<file path="config.mk">
export PLATFORM = sky130hd
export DESIGN_NAME = gmps_front
export DESIGN_NICKNAME = d
export VERILOG_FILES = /design/src/design/gmps_pkg.sv /design/src/design/gmps_front.sv
export SDC_FILE = /design/constraint.sdc
export NUM_CORES = 1
export LEC_CHECK = 0
export BUFFER_PORTS_ARGS = -buffer_cell sky130_fd_sc_hd__buf_2
export CAP_MARGIN = 15
export CORE_UTILIZATION = 46
export DETAILED_ROUTE_END_ITERATION = 10
export GPL_ROUTABILITY_DRIVEN = 1
export GPL_TIMING_DRIVEN = 0
export PLACE_DENSITY = 0.84
export SYNTH_ARGS = -nofsm -noshare
export SYNTH_HDL_FRONTEND = slang
export SYNTH_SLANG_ARGS = --single-unit
export TNS_END_PERCENT = 30
</file>
<file path="constraint.sdc">
create_clock -name clock -period 5.4 [get_ports clock]
set_input_delay 1.35 -clock clock [delete_from_list [all_inputs] [get_ports clock]]
set_output_delay 1.35 -clock clock [all_outputs]
set_load 0.05 [all_outputs]
</file>
<file path="src/design/gmps_pkg.sv">
package gmps_pkg;

   localparam int VID_W    = 20;
   localparam int BID_W    = 8;
   localparam int NCORNER  = 3;
   localparam int NBONE    = 4;
   localparam int NSLOT    = NCORNER * NBONE;
   localparam int CSR_IW   = 2;
   localparam int CSR_DW   = 11;

   localparam logic [CSR_IW-1:0] CSR_MAX_VERTICES     = 2'd0;
   localparam logic [CSR_IW-1:0] CSR_MAX_BONES        = 2'd1;
   localparam logic [CSR_IW-1:0] CSR_BONES_PER_VERTEX = 2'd2;

   localparam logic [1:0] ST_OK       = 2'd0;
   localparam logic [1:0] ST_TOO_BIG  = 2'd1;
   localparam logic [1:0] ST_EXHAUSTED = 2'd2;

   localparam logic [10:0] RST_MAX_VERTICES     = 11'd1024;
   localparam logic [6:0]  RST_MAX_BONES        = 7'd32;
   localparam logic [2:0]  RST_BONES_PER_VERTEX = 3'd4;

   typedef struct packed {
      logic [VID_W-1:0] vertex_id;
      logic [BID_W-1:0] bone_a;
      logic [BID_W-1:0] bone_b;
      logic [BID_W-1:0] bone_c;
      logic [BID_W-1:0] bone_d;
   } corner_type;

   typedef struct packed {
      corner_type [NCORNER-1:0] corner;
   } tri_type;

   typedef struct packed {
      logic [3:0] part_number;
      logic [9:0] local_first;
      logic [9:0] local_second;
      logic [9:0] local_third;
      logic       opened_part;
      logic [1:0] status;
   } rsp_type;

   function automatic logic [BID_W-1:0] corner_bone(corner_type c, logic [1:0] b);
      logic [BID_W-1:0] r;
      case (b)
         2'd0:    r = c.bone_a;
         2'd1:    r = c.bone_b;
         2'd2:    r = c.bone_c;
         default: r = c.bone_d;
      endcase
      return r;
   endfunction

endpackage

</file>
<file path="src/design/gmps_front.sv">
module gmps_front (
   input  logic                 clock,
   input  logic                 reset,
   input  logic                 req_valid,
   output logic                 req_stall,
   input  gmps_pkg::corner_type req_data,
   output logic                 push,
   output gmps_pkg::tri_type    push_data,
   input  logic                 full
);
   import gmps_pkg::*;

   logic [1:0] pos_ff, pos_in;
   corner_type buf_ff [2];
   logic       take;

   // third corner waits while the queue is full
   assign req_stall = (pos_ff == 2'd2) && full;
   assign take      = req_valid && !req_stall;
   assign push      = take && (pos_ff == 2'd2);

   always_comb begin
      push_data.corner[0] = buf_ff[0];
      push_data.corner[1] = buf_ff[1];
      push_data.corner[2] = req_data;
      pos_in = pos_ff;
      if (take) begin
         pos_in = (pos_ff == 2'd2) ? 2'd0 : pos_ff + 2'd1;
      end
   end

   always_ff @(posedge clock) begin
      if (reset) begin
         pos_ff <= 2'd0;
      end else begin
         pos_ff <= pos_in;
      end
   end

   always_ff @(posedge clock) begin
      if (take && pos_ff == 2'd0) buf_ff[0] <= req_data;
      if (take && pos_ff == 2'd1) buf_ff[1] <= req_data;
   end

endmodule

</file>
# Word-level counts from Yosys, hierarchy flattened
# Memories as Yosys holds them, arrays and structs flattened.
# Cells that the tools add are included.
totals:
  regBits: 2
  ramBits: 104
  input_bits: 56
  output_inout_bits: 158
  mem_count: 1
memory_table:
  columns: ["name", "depth", "word_bits", "rd", "rd_ports_with_merged_regs", "write_ports", "line", "rtl"]
  rows:
  - ["buf_ff", 2, 52, 2, 0, 1, "gmps_front.sv:14", "corner_type buf_ff [2];"]
classes:
  addsub: 1
  eq_ne: 2
  n_mux: 8
  n_reduce_logical: 8
op_table:
  columns: ["op", "n"]
  rows:
  - ["$mux 52", 1]
  - ["$reduce_or 52->1", 1]
  - ["$mux 1", 6]
  - ["$logic_and 1x1->1", 5]
  - ["$add 2x1->2 const B", 1]
  - ["$eq 2x1->1 const B", 1]
  - ["$eq 2x2->1 const B", 1]
  - ["$logic_not 2->1", 1]
  - ["$mux 2", 1]
  - ["$logic_not 1->1", 1]

# Longest topological paths before layout
depth:
  depth_word: 9
  depth_mapped: 2
  mapped_depth_nobuf: 2

# Least setup slack after synthesis
# OpenSTA, ideal clock, no wires.
synth_timing:
  path_type: "input to output"
  start: "input port req_valid"
  end: "output port push"
  arrival_time_ps: 2883
  t_required_ps: 4050
  setup_slack_ps: 1167
  cell_stages: 1
  n_path_buf: 0
  cell_sequence: "nor4bb_1"
synth_between:
  elab_chain_cells: 2
synth_lines:
  columns: ["item", "line", "rtl"]
  rows:
  - ["start, declared", "gmps_front.sv:4", "input logic req_valid,"]
  - ["$logic_and 1x1->1", "gmps_front.sv:19", "assign take = req_valid && !req_stall;"]
  - ["$logic_and 1x1->1", "gmps_front.sv:20", "assign push = take && (pos_ff == 2'd2);"]
  - ["end, declared", "gmps_front.sv:7", "output logic push,"]
# Every way passes these cells.

# Final worst setup path
# Ends and elaborated chain as after synthesis.

==> out/qor_table.md <==
| Item | This run |
|:---|:---|
| Outcome | finished clean |
| Distinct cell type count after synthesis | 13 |
| Worst vdd ir | 0.0002465 V |
| Die footprint | 8250 um2 |
| Number of vias after detailed routing | 2176 |
| Antenna violations before repair | 0 |
| Switching power total | 0.5501 mW |
| Clock insertion delay at the later pin of the skew report | 0.35 ns |
| Highest Clock Rate | 0.2902 GHz |
| Min cycle time layout | 3.445 ns |
| Average wire length per cell after detail routing | 13.81 um |
| Cell type with the highest aggregate area in the netlist | edfxtp_1 |
| Ratio of cells with drive above 1 in the final layout | 71.57% |
| Hold bufs inserted after CTS | 0 |
| Number of cell rows | 32 |
| Top-area cell type share of the netlist area | 86.04% |
| Worst relative slew slack | 49.60% |
| Relative contribution of sequential cells to total power | 52.0% |
| Quantity of gates resized following cts | 0 |
| Number of global-route vias before repair | 2145 |
| Total CTS buffers | 9 |
| Global placement routability congestion | 0.6752 |
| Horiz. Die Dim | 90.83 um |
| Compound-Gate Fraction of Synth Area | 0.6549% |
| Die outline height | 90.83 um |
| Final Core Density | 66.67% |
| Post-synth net total | 224 |
| Slowest cell on the critical path | buf_2 |
| Reg2reg path depth | 3 |
| Number of stages on the worst hold path | 2 |
| Worst clock skew | 0.01103 ns |
| Layout area overhead | 41.19% |
| Mean area per synthesized cell | 21.61 um2 |
| Switch share | 29.57% |
| Cell-by-cell trace of the critical path | buf_2 -> nor4bb_1 -> buf_2 |
| Yosys Warn Count | 0 |
| Sequential fraction of the synthesis area | 87.14% |
| CTS Root Buffer Type | clkbuf_8 |
| Initial detailed-routing violation count | 44 |
| Slowest stage delay, CP | 0.31 ns |
| Kind of start point of the critical path | input port |
| Static leakage | 2.258 nW |
| Proportion of synthesized area in mux cells | 0% |
| Final instance area | 5125 um2 |
| Top Ports | 214 |
| Clock share of power | 28.2% |
| Required time of the worst setup path | 4.05 ns |
| Grt ovf | 0 |
| Drt via density | 4.326 |
| Number of buffers added for setup after CTS | 0 |
| Total Routed Length | 6.946 mm |
| Top cell by count, worst path | buf_2 |
| Wire length of the first global-routing pass | 10.29 mm |
| Ant. Diodes | 0 |
| Synth area leaders | edfxtp_1 86%, buf_4 11%, dfxtp_1 1.1% |
| Hold WS | 0.6580 ns |
| Placed instance area | 4902 um2 |
| Total core area | 7687 um2 |
| Post-Synth Simple-Gate Area | 1.448% |
| Input/output buffers | 213 |
| Total chip power | 1.860 mW |
| Worst min-delay path class | flop to flop |
| Post-synthesis instance total | 168 |
| Internal power summed over all cells | 1.310 mW |
| Final setup violation count | 0 |
| RSZ-0062 raised after global routing | false |
| Combinational share of power | 19.8% |
| Number of clock sinks | 106 |
| Crit Path Max Fanout | 6 |
| Seq cells post-synth | 106 |
| Adder-Cell Fraction of Synth Area | 0% |
| Number of antenna-violating nets in the routed design | 0 |
| Final #Nets | 452 |
| Period Utilization, post-route | 63.80% |
| Final Hold Vio Count | 0 |
| Starting density of the core | 47.22% |
| CTS tree | built |
| All-layer global routing usage | 16.68% |
| Syn Std Cell Area | 3630 um2 |
| Maximum Capacitance Violations | 0 |
| DRC | 0 |
| Max Transition Viols Final | 0 |
| Worst setup path class | input port to output port |
| Clk buf depth | 2 |
| Final HPWL from detailed placement | 5.214 mm |
| Clock transition at the register clock pins on the worst setup and hold paths after CTS | 0.09 ns |
| Category of the worst setup path capture point | output port |
| Largest net degree at the start of global routing | 30 |
| Tightest Pin Transition | 0.7542 ns |
| Power density cells | 363.0 nW/um2 |
| Final-layout setup total negative slack | 0 ns |
| TritonRoute pass-1 iters | 4 |
| Area share of xor/xnor cells in the synthesized design | 0% |
| WP data arrival | 2.10 ns |
| H-Tree Depth | 3 |
| Combinational family with the most area after synthesis | buffers and inverters |
-- routing by layer --
layer	vias to the layer above	part of all wire [%]	global-route usage [%]
met1	1021	37	17.69
met2	116	56	30.74
met5	-	0	0
li1	1031	-	-
met4	0	1.2	6.085
met3	8	6.4	5.387
-- area by class of cell --
type                            count  area, um2
Fill cell                         543       2562
Buffer                             52      390.4
Tap cell                          102      127.6
Clock buffer                       10      127.6
Multi-Input combinational cell     10      90.09
Sequential cell                   106       3163
Timing Repair Buffer              217       1131
Clock inverter                      6      95.09
-- placed cells by master (no fill, tap or decap), types with 2 or more instances in the layout --
cell type,netlist,routed
clkbuf_8,0,9
buf_2,0,213
edfxtp_1,104,104
bufinv_16,0,2
inv_6,0,3
dfxtp_1,2,2
buf_4,52,52
buf_8,0,3
-- synthesized netlist by cell type --
library cell and count:
nand2_1 1, nor2b_1 1, buf_4 52, nor2_1 1
nor4bb_1 1, dfxtp_1 2, o21ba_1 1, a21oi_1 1
nand2b_1 1, a311oi_1 1, edfxtp_1 104, nor3b_2 1
and3b_2 1
-- power by group through the flow --
stage | Sequential (mW) | Clock (mW) | Combinational, mW
6_report | 0.966 | 0.525 | 0.369
5_1_grt | 0.971 | 0.564 | 0.382
4_1_cts | 0.967 | 0.539 | 0.372
3_5_place_dp | 0.986 | 0 | 0.371
3_3_place_gp | 0.989 | 0 | 0.355
2_1_floorplan | 1.13 | 0 | 0.124
-- final timing paths --
| path | from | end | slack [ns] |
|---|---|---|---|
| min | pos_ff[0] | pos_ff[1] | 0.66 |
| max | req_valid | push | 1.95 |
| min reg2reg | pos_ff[0] | pos_ff[1] | 0.66 |
| max reg2reg | pos_ff[0] | buf_ff[0][78] | 3.59 |
-- sequential cells by signal, indices dropped and copies added (netlist names) --
signal and cells:
buf_ff 104, pos_ff 2
-- worst max-delay path, delay by kind of cell --
| kind | cells | cell delay [ns] |
|---|---|---|
| buffers and inverters | 2 | 0.44 |
| and+or+nand+nor | 1 | 0.30 |
-- cells by family (layout without fill, tap and decap cells) --
group	count (synthesis)	count (layout)
flops	106	106
buf+inv	52	285
simple gates	7	7
compound gates	3	3
-- through the flow --
step,cells,setup WS [ns]
3_3_place_gp,483,0.1613
2_1_floorplan,168,1.167
4_1_cts,503,1.951
5_1_grt,503,1.894
3_5_place_dp,487,1.960
6_report,503,1.955
Note: power is estimated with default switching activity, not from simulation.
