[config.mk]
export PLATFORM = sky130hd
export DESIGN_NAME = gmps_queue
export DESIGN_NICKNAME = d
export VERILOG_FILES = /design/src/design/gmps_pkg.sv /design/src/design/gmps_queue.sv
export SDC_FILE = /design/constraint.sdc
export NUM_CORES = 1
export LEC_CHECK = 0
export BUFFER_PORTS_ARGS = -buffer_cell sky130_fd_sc_hd__buf_4
export CORE_MARGIN = 3
export CORE_UTILIZATION = 35
export DETAILED_ROUTE_END_ITERATION = 10
export HOLD_SLACK_MARGIN = 0.05
export SKIP_LAST_GASP = 1
export SLEW_MARGIN = 20
export SYNTH_ARGS = -nofsm -noshare
export SYNTH_HDL_FRONTEND = slang
export SYNTH_SLANG_ARGS = --single-unit
[constraint.sdc]
create_clock -name clock -period 13.4 [get_ports clock]
set_clock_uncertainty 0.1 [all_clocks]
set_input_delay 2.68 -clock clock [delete_from_list [all_inputs] [get_ports clock]]
set_output_delay 2.68 -clock clock [all_outputs]
set_load 0.01 [all_outputs]
[src/design/gmps_pkg.sv]
package gmps_pkg;

   localparam int VID_W    = 20;
   localparam int BID_W    = 8;
   localparam int NCORNER  = 3;
   localparam int NBONE    = 4;
   localparam int NSLOT    = NCORNER * NBONE;
   localparam int CSR_IW   = 2;
   localparam int CSR_DW   = 11;

   localparam logic [CSR_IW-1:0] CSR_MAX_VERTICES     = 2'd0;
   localparam logic [CSR_IW-1:0] CSR_MAX_BONES        = 2'd1;
   localparam logic [CSR_IW-1:0] CSR_BONES_PER_VERTEX = 2'd2;

   localparam logic [1:0] ST_OK       = 2'd0;
   localparam logic [1:0] ST_TOO_BIG  = 2'd1;
   localparam logic [1:0] ST_EXHAUSTED = 2'd2;

   localparam logic [10:0] RST_MAX_VERTICES     = 11'd1024;
   localparam logic [6:0]  RST_MAX_BONES        = 7'd32;
   localparam logic [2:0]  RST_BONES_PER_VERTEX = 3'd4;

   typedef struct packed {
      logic [VID_W-1:0] vertex_id;
      logic [BID_W-1:0] bone_a;
      logic [BID_W-1:0] bone_b;
      logic [BID_W-1:0] bone_c;
      logic [BID_W-1:0] bone_d;
   } corner_type;

   typedef struct packed {
      corner_type [NCORNER-1:0] corner;
   } tri_type;

   typedef struct packed {
      logic [3:0] part_number;
      logic [9:0] local_first;
      logic [9:0] local_second;
      logic [9:0] local_third;
      logic       opened_part;
      logic [1:0] status;
   } rsp_type;

   function automatic logic [BID_W-1:0] corner_bone(corner_type c, logic [1:0] b);
      logic [BID_W-1:0] r;
      case (b)
         2'd0:    r = c.bone_a;
         2'd1:    r = c.bone_b;
         2'd2:    r = c.bone_c;
         default: r = c.bone_d;
      endcase
      return r;
   endfunction

endpackage

[src/design/gmps_queue.sv]
module gmps_queue (
   input  logic              clock,
   input  logic              reset,
   input  logic              push,
   input  gmps_pkg::tri_type push_data,
   output logic              full,
   output logic              pop_valid,
   output gmps_pkg::tri_type pop_data,
   input  logic              pop
);
   import gmps_pkg::*;

   tri_type    slot_ff [2];
   logic       wp_ff, wp_in;
   logic       rp_ff, rp_in;
   logic [1:0] cnt_ff, cnt_in;

   assign full      = (cnt_ff == 2'd2);
   assign pop_valid = (cnt_ff != 2'd0);
   assign pop_data  = slot_ff[rp_ff];

   always_comb begin
      wp_in  = push ? ~wp_ff : wp_ff;
      rp_in  = pop ? ~rp_ff : rp_ff;
      cnt_in = cnt_ff + {1'b0, push} - {1'b0, pop};
   end

   always_ff @(posedge clock) begin
      if (reset) begin
         wp_ff  <= 1'b0;
         rp_ff  <= 1'b0;
         cnt_ff <= 2'd0;
      end else begin
         wp_ff  <= wp_in;
         rp_ff  <= rp_in;
         cnt_ff <= cnt_in;
      end
   end

   always_ff @(posedge clock) begin
      if (push) begin
         slot_ff[wp_ff] <= push_data;
      end
   end

endmodule

======== Word-level counts from Yosys, hierarchy flattened ========
Memories as Yosys holds them, arrays and structs flattened. A register that Yosys moved wholly into a read port is not among the register bits.
Cells that the tools add are included.
word-level totals
  word-level logic and storage cells ...... 14
  RAM bits ................................ 312
  output and inout port bits .............. 158
  memories kept ........................... 1
  input port bits ......................... 160
  flip-flop bits (word level) ............. 4
memory list
  memory   depth  width  rd ports  clocked after Yosys merged registers in  wr ports  RTL line          text
  slot_ff  2      156    1         1                                        1         gmps_queue.sv:13  tri_type slot_ff [2];
operators by class
  bitwise gates (word level) .............. 2
  equal/unequal tests ..................... 1
  $add $sub $neg .......................... 2
  muxes and demuxes ....................... 4
  reductions and logical operators ........ 1
operator list
  cell                                         number
  1-bit two-way mux                            4
  2-bit by 1-bit adder with 2-bit output       1
  2-bit == test, second input constant         1
  1-bit inverter                               2
  2-bit nonzero test                           1
  2-bit by 1-bit subtractor with 2-bit output  1

======== Depth between registers and ports, before layout ========
Gate-level depths: netlist of run 1.
  depth after elaboration ................. 3
  gate-level depth with buffers ........... 6
  mapped depth without buffers ............ 6

======== Least setup slack after synthesis of run 1 ========
No wires, ideal clock.
  kind .................................... input to register
  start point ............................. input port push
  end point ............................... memory slot_ff[0][0] (netlist name) (enable)
  path buffers ............................ 0
  arrival ................................. 9424 ps
  library setup time ...................... 693 ps
  slack ................................... 3183 ps
  required time ........................... 12607 ps
  stages on the path ...................... 1
  cell sequence ........................... nor2b_1
between the ends
  word-level cells in the longest chain between the ends .. 2
RTL lines
  element                                  RTL line          text
  start: declaration                       gmps_queue.sv:4   input logic push,
  1-bit two-way mux                        gmps_queue.sv:41  if (push) begin
  1-bit two-way mux (not written as such)  gmps_queue.sv:42  slot_ff[wp_ff] <= push_data;
  end: declaration                         gmps_queue.sv:13
No other way between the ends.

==> results of run 1 <==
## power by group through the flow
stage	combinational, mW	sequential [mW]	clock (mW)
final	0.279	1.18	0.855
after global routing	0.302	1.18	0.929
after CTS	0.288	1.18	0.886
after detailed placement	0.286	1.20	0
after global placement	0.285	1.19	0
after floorplan	0.143	1.20	0
## cells by family after synthesis
| logic type | Yosys count | share of synthesized area, % |
|---|---|---|
| xor+xnor | 3 | 0.3473 |
| mux | 156 | 15.24 |
| flops | 317 | 82.13 |
| buf+inv | 19 | 1.671 |
| simple gates | 9 | 0.4016 |
| fa+ha+maj | 2 | 0.2170 |
## layout make-up
class                           instances  area share [%]
Clock inverter                         17          0.4803
Sequential cell                       317           61.64
Tap cell                              435           3.541
Timing Repair Buffer                  324           15.83
Clock buffer                           46           6.244
Inverter                                2         0.04885
Multi-Input combinational cell        170           12.22
## routing by layer
metal / vias up / global-route usage [%] / part of all wire, %
met4: 2 / 4.329 / 2.8
met5: - / 0 / 0.071
met3: 50 / 5.066 / 8.9
li1: 2707 / - / -
met1: 2819 / 15.74 / 40
met2: 233 / 22.13 / 49
## final timing paths
kind,slack [ps],cells past startpoint,to,from
hold / removal,420,2,rp_ff,rp_ff
hold reg to reg,420,2,rp_ff,rp_ff
setup reg to reg,11020,2,slot_ff[1][107],wp_ff
setup / recovery,8030,3,pop_data[145],register
## cells in the final DEF (no fill, tap or decap)
master and n:
ha_1 2, clkinv_1 13, clkinvlp_4 2, nor2b_1 2
clkbuf_1 9, dfxtp_4 1, xnor2_1 2, or2_2 1
clkinv_2 2, dfxtp_1 4, xnor3_1 1, nor2b_4 1
inv_1 2, and2_4 1, nor2_1 4, buf_4 324
clkbuf_16 37, edfxtp_1 312, mux2_2 156
## registers in the layout (all words and copies together) (netlist names), named ones only
name,count
cnt_ff,2
rp_ff,1
slot_ff,312
wp_ff,1
## worst register-to-register path, stage by stage (launching register included)
cell and delay [ps]:
dfxtp_1 410, and2_4 640, buf_4 750
==> flow_metrics.env, run 1 <==
export IMPL_end_kind="output pin"
export IMPL_final_util_pct=47.96
export IMPL_post_dp_hpwl_microns=15630
export IMPL_htreeDepth=2
export IMPL_fmaxAchievable_mhz=186.4
export IMPL_post_place_cells=1248
export IMPL_required_ps=10620
export IMPL_cp_max_fo=69
export IMPL_start_kind="register"
export IMPL_cpPeakStageDelay_ps=740
export IMPL_grt_use_total_pct=13.20
export IMPL_synth_top_area_share_pct=81.26
export IMPL_cts_hold_buffers=0
export IMPL_wl_per_cell_microns=18.36
export IMPL_layout_drive_gt1_share_pct=59.93
export IMPL_drt_iter0_drc=255
export IMPL_synth_distinct_cells=13
export IMPL_hold_path_class="reg2reg"
export IMPL_synth_edf_count=312
export IMPL_min_period_ps=5366
export IMPL_p_int_mw=1.811
export IMPL_start_util_pct=35.98
export IMPL_avgSynthCellArea_sq_um=22.79
export IMPL_fin_ws_ps=8034
export IMPL_worst_pin_slew_ps=952.8
export IMPL_clk_latency_ps=490
export IMPL_yosysSeqAreaShare_pct=82.13
export IMPL_total_power_mw=2.309
export IMPL_synth_nets=668
export IMPL_sw_frac_of_total_pct=21.56
export IMPL_firstDrtPassIters=6
export IMPL_synth_area_sq_um=11530
export IMPL_port_buffers=317
export IMPL_grt_first_pass_wirelength_microns=36160
export IMPL_finalNetCount=1012
export IMPL_first_global_vias=6188
export IMPL_synthArstFlopShare_pct=0
export IMPL_worstSetupPathType="reg2out"
export IMPL_dieArea_sq_um=35160
export IMPL_hold_ws_ps=416.9
export IMPL_synthFlopType="edfxtp_1"
export IMPL_grt_max_degree=70
export IMPL_cts_resized=0
export IMPL_cts_reportedPaths_clkPinSlew_ps=60
export IMPL_area_growth_pct=33.29
export IMPL_powerDensity_nw_per_um2=150.3
export IMPL_pin_count=318
export IMPL_clockRootBuffer="clkbuf_16"
export IMPL_place_congestion=0.7029
export IMPL_worstPathArrival_ps=2590
export IMPL_slew_violations=0
export IMPL_period_share_pct=40.04
export IMPL_synth_top_area_cell="edfxtp_1"
export IMPL_antenna_found_initial=1
export IMPL_peakVddDrop_mv=0.08247
export IMPL_max_slew_margin_rel_pct=36.48
export IMPL_multiInputGateArea_sq_um=1878
export IMPL_setup_viol=0
export IMPL_num_fill_cells=2784
export IMPL_yosys_cell_count_top_type="edfxtp_1"
export IMPL_cp_slowest_cell="buf_4"
export IMPL_maxCapViolCount=0
export IMPL_antennaDiodeCount=0
export IMPL_fin_setup_tns_ps=0
export IMPL_synthTopCellsByArea="edfxtp_1, mux2_2, buf_6, dfxtp_1, ha_1"
export IMPL_regArea_sq_um=9473
export IMPL_die_w_microns=187.5
export IMPL_cts_buffers=35
export IMPL_post_dp_cell_area_sq_um=14340
export IMPL_pwr_share_clk_pct=37.0
export IMPL_yosys_top_cells_count="edfxtp_1, mux2_2, buf_6, dfxtp_1, nor2_1"
export IMPL_row_count=65
export IMPL_vias=5811
export IMPL_drc=0
export IMPL_cp_top_family="buffers and inverters"
export IMPL_wl_microns=24070
export IMPL_postSynthCellCount=506
export IMPL_clock_sinks=317
export IMPL_p_sw_uw=498.0
export IMPL_pre_cts_ws_ps=8494
export IMPL_stdcell_count=1311
export IMPL_yosys_warnings=0
export IMPL_cts_tree="done"
export IMPL_cts_buffer_depth=3
export IMPL_die_h_microns=187.5
export IMPL_final_hold_viol_count=0
export IMPL_cts_setup_buffers=0
export IMPL_core_region_area_sq_um=32040
export IMPL_design_area_sq_um=15370
export IMPL_p_seq_share_pct=50.9
export IMPL_cp_buffers_inverters=2
export IMPL_crit_top_cell="buf_4"
export IMPL_combPwrFrac_pct=12.1
export IMPL_routed_via_density=4.432
export IMPL_crit_chain="buf_4 -> mux2_2 -> buf_4"
export IMPL_drtAntennaViolNets=0
export IMPL_p_leak_nw=5.675
export IMPL_ys_seq_elements=317
export IMPL_grt_overflow_total=0
export IMPL_grt_setup_unrepaired="no"
export IMPL_status="finished clean"
No activity file was read; power rests on OpenSTA's default activity.
==> run 2: changes to the inputs <==
clock period = 5.5 ns   (was 13.4 ns; I/O delays follow)
==> flow_metrics.env, run 2 (synthesis gave the netlist of run 1 again) <==
export IMPL_drc=0
export IMPL_setup_viol=0
export IMPL_layout_commonest_cell="buf_4"
export IMPL_slew_violations=0
export IMPL_fmaxAchievable_mhz=274.7
export IMPL_pre_cts_ws_ps=2331
export IMPL_max_slew_margin_rel_pct=39.38
export IMPL_die_w_microns=187.5
export IMPL_layout_drive_gt1_share_pct=60.60
export IMPL_met2_usage_pct=22.20
export IMPL_worstPathArrival_ps=2440
export IMPL_pin_count=318
export IMPL_fin_ws_ps=1860
export IMPL_maxCapViolCount=0
export IMPL_cts_resized=0
export IMPL_drt_iter0_drc=290
export IMPL_end_kind="output pin"
export IMPL_largest_register="slot_ff"
export IMPL_post_dp_cell_area_sq_um=14380
export IMPL_grt_max_degree=75
export IMPL_routed_via_density=4.508
export IMPL_top_usage_layer="met2"
export IMPL_cp_max_fo=74
export IMPL_hold_path_class="reg2reg"
export IMPL_rr_worst_depth=2
export IMPL_wl_per_cell_microns=18.57
export IMPL_final_cell_mix="buf_4, edfxtp_1, mux2_2"
export IMPL_cts_buffers=35
export IMPL_wl_microns=24310
export IMPL_htreeDepth=2
export IMPL_min_path_cells=2
export IMPL_worst_pin_slew_ps=909.3
export IMPL_grt_use_total_pct=13.37
export IMPL_vias=5901
export IMPL_grt_util_met3_pct=5.010
export IMPL_status="finished clean"
export IMPL_met1_usage_pct=15.74
export IMPL_grt_first_pass_wirelength_microns=36710
export IMPL_finalNetCount=1012
export IMPL_post_dp_hpwl_microns=15950
export IMPL_grt_setup_unrepaired="no"
export IMPL_powerDensity_nw_per_um2=370.1
export IMPL_worstSetupPathType="reg2out"
export IMPL_min_period_ps=3640
export IMPL_final_hold_viol_count=0
export IMPL_cts_setup_buffers=0
export IMPL_peakVddDrop_mv=0.2248
export IMPL_first_global_vias=6440
export IMPL_die_h_microns=187.5
export IMPL_fin_setup_tns_ps=0
export IMPL_dieArea_sq_um=35160
export IMPL_cts_buffer_depth=3
export IMPL_largest_reg_flops=312
export IMPL_place_congestion=0.7019
export IMPL_area_growth_pct=34.26
export IMPL_required_ps=4300
export IMPL_clk_latency_ps=480
export IMPL_port_buffers=317
export IMPL_antenna_found_initial=1
export IMPL_final_util_pct=48.31
export IMPL_firstDrtPassIters=4
export IMPL_clockRootBuffer="clkbuf_16"
export IMPL_p_leak_nw=5.731
export IMPL_clock_sinks=317
export IMPL_start_util_pct=35.98
export IMPL_cts_tree="done"
export IMPL_row_count=65
export IMPL_design_area_sq_um=15480
export IMPL_core_region_area_sq_um=32040
export IMPL_cts_reportedPaths_clkPinSlew_ps=50
export IMPL_grt_overflow_total=0
export IMPL_top_regs="slot_ff (312), cnt_ff (2)"
export IMPL_drtAntennaViolNets=0
export IMPL_period_share_pct=66.18
export IMPL_start_kind="register"
export IMPL_cts_hold_buffers=0
## run 2: changes by cell type in the layout (fill, tap and decap cells not counted)
cell        before  now
diode_2          0    1
clkbuf_1         9    7
buf_4          324  319
buf_16           0    1
clkinv_2         2    6
clkinvlp_4       2    0
buf_12           0    4
bufinv_16        0    2
clkinv_1        13    8
## run 2: worst paths after layout
| path | slack [ps] | end | start |
|---|---|---|---|
| setup reg to reg | 3330 | slot_ff[1][40] | wp_ff |
| setup / recovery | 1860 | pop_data[145] | register |
| hold / removal | 410 | rp_ff | rp_ff |
| hold reg to reg | 410 | rp_ff | rp_ff |
## run 2: critical path: stages (launching register included)
cell,delay (ps)
dfxtp_4,860
buf_12,400
mux2_2,420
buf_4,150
## run 2: per-layer routing
layer / vias up / part of all wire [%]
met5: - / 0
met4: 0 / 4.2
met3: 60 / 8.5
met2: 241 / 49
met1: 2901 / 39
li1: 2699 / -
## run 2: power breakdown
part	switching (mW)	internal [mW]	leakage [nW]
Clock	0.861	1.31	0.528
Combinational	0.309	0.375	2.23
Sequential	0.0499	2.82	2.97
Total	1.22	4.51	5.73
## run 2: through the flow
step | cells | total power [mW] | hold WS (ps)
6_report | 1309 | 5.729 | 414.8
5_1_grt | 1309 | 5.962 | 454.6
3_3_place_gp | 1247 | 3.607 | 396.7
4_1_cts | 1307 | 5.815 | 420.2
2_1_floorplan | 506 | 3.257 | 379.9
3_5_place_dp | 1247 | 3.617 | 403.0
## run 2: cell type report
class                   count  area, sq um
fillers                  2749        16560
multi-input cells         170         1878
flip-flops and latches    317         9473
clock buffers              44        952.2
inverters                   2        7.507
diodes                      1        2.502
repair buffers            324         2502
well taps                 435        544.3
clock inverters            16        120.1
==> run 3: changes to the inputs <==
clock period = 3.61 ns   (was 5.5 ns; I/O delays follow)
==> flow_metrics.env, run 3 (synthesis gave the netlist of run 1 again) <==
export IMPL_cts_buffer_depth=3
export IMPL_end_kind="output pin"
export IMPL_cpPeakStageDelay_ps=410
export IMPL_first_global_vias=6514
export IMPL_p_leak_nw=5.760
export IMPL_top_regs="slot_ff (312), cnt_ff (2)"
export IMPL_drt_iter0_drc=263
export IMPL_maxCapViolCount=0
export IMPL_cts_hold_buffers=0
export IMPL_status="finished clean"
export IMPL_start_kind="register"
export IMPL_htreeDepth=2
export IMPL_die_h_microns=187.5
export IMPL_final_cell_mix="buf_4, edfxtp_1, mux2_2"
export IMPL_worstPathArrival_ps=1910
export IMPL_multiInputGateArea_sq_um=1878
export IMPL_cp_buffers_inverters=2
export IMPL_finalNetCount=1019
export IMPL_required_ps=2790
export IMPL_cts_reportedPaths_clkPinSlew_ps=60
export IMPL_setup_viol=0
export IMPL_post_dp_cell_area_sq_um=14460
export IMPL_antenna_found_initial=1
export IMPL_core_region_area_sq_um=32040
export IMPL_worst_pin_slew_ps=725.2
export IMPL_cts_buffers=36
export IMPL_drc=0
export IMPL_clk_latency_ps=490
export IMPL_wl_per_cell_microns=18.52
export IMPL_final_hold_viol_count=0
export IMPL_cts_tree="done"
export IMPL_routed_via_density=4.484
export IMPL_start_util_pct=35.98
export IMPL_firstDrtPassIters=4
export IMPL_layout_commonest_cell="buf_4"
export IMPL_area_growth_pct=34.76
export IMPL_worstSetupPathType="reg2out"
export IMPL_hold_ws_ps=306.7
export IMPL_clockRootBuffer="clkbuf_16"
export IMPL_total_power_mw=8.722
export IMPL_crit_chain="buf_12 -> mux2_2 -> buf_4"
export IMPL_vias=5905
export IMPL_slew_violations=0
export IMPL_dieArea_sq_um=35160
export IMPL_fmaxAchievable_mhz=366.3
export IMPL_regArea_sq_um=9473
export IMPL_grt_max_degree=89
export IMPL_clock_sinks=317
export IMPL_grt_use_total_pct=13.53
export IMPL_design_area_sq_um=15540
export IMPL_largest_reg_flops=312
export IMPL_grt_overflow_total=0
export IMPL_drtAntennaViolNets=0
export IMPL_pin_count=318
export IMPL_cp_max_fo=88
export IMPL_powerDensity_nw_per_um2=561.3
export IMPL_grt_first_pass_wirelength_microns=36920
export IMPL_max_slew_margin_rel_pct=51.65
export IMPL_die_w_microns=187.5
export IMPL_grt_setup_unrepaired="no"
export IMPL_cts_setup_buffers=0
export IMPL_cts_resized=0
export IMPL_hold_path_class="in2reg"
export IMPL_post_dp_hpwl_microns=16270
export IMPL_largest_register="slot_ff"
export IMPL_period_share_pct=75.62
export IMPL_final_util_pct=48.49
export IMPL_row_count=65
export IMPL_cp_slowest_cell="mux2_2"
export IMPL_port_buffers=317
export IMPL_min_period_ps=2730
export IMPL_cp_top_family="buffers and inverters"
export IMPL_peakVddDrop_mv=0.3502
export IMPL_wl_microns=24390
export IMPL_place_congestion=0.7530
export IMPL_fin_setup_tns_ps=0
export IMPL_layout_drive_gt1_share_pct=60.84
export IMPL_num_fill_cells=2809
-- run 3: power breakdown --
group          switching [mW]  internal, mW  total [mW]
Clock                    1.32          1.98        3.30
Combinational           0.491         0.577        1.07
Sequential             0.0528          4.30        4.35
Total                    1.86          6.86        8.72
-- run 3: area by class of cell --
class,instances,share of cell area [%]
sequential,317,60.97
timing repair buffer,330,16.43
multi-input combinational,170,12.09
clock buffer,47,6.330
tap,435,3.503
clock inverter,15,0.6201
inverter,2,0.04832
antenna,1,0.01611
-- run 3: path summary, 6_finish.rpt --
check	slack [ps]	to	from	depth (start not counted)
hold / removal	310	slot_ff[1][124]	push_data[124]	1
setup / recovery	880	pop_data[58]	register	3
hold reg to reg	420	rp_ff	rp_ff	2
setup reg to reg	1800	slot_ff[1][106]	wp_ff	2
-- run 3: worst register-to-register path, cell delays in order (launching register included) --
cell	delay (ps)
dfxtp_1	400
and2_4	650
buf_4	360
-- run 3: per-stage QoR --
stage	setup WS, ps	std cells
floorplan	14.56	506
global placement	1344	1254
detailed placement	1343	1254
CTS	874.4	1316
global route	810.0	1317
finish	880.1	1317
-- run 3: per-layer routing --
metal  vias up  wire length (microns)  GRT usage, %
met1      2891                   9197         15.19
met2       240                  12140         23.20
met5         -                      0             0
li1       2712                      -             -
met4         0                    814         5.512
met3        62                   2241         5.253
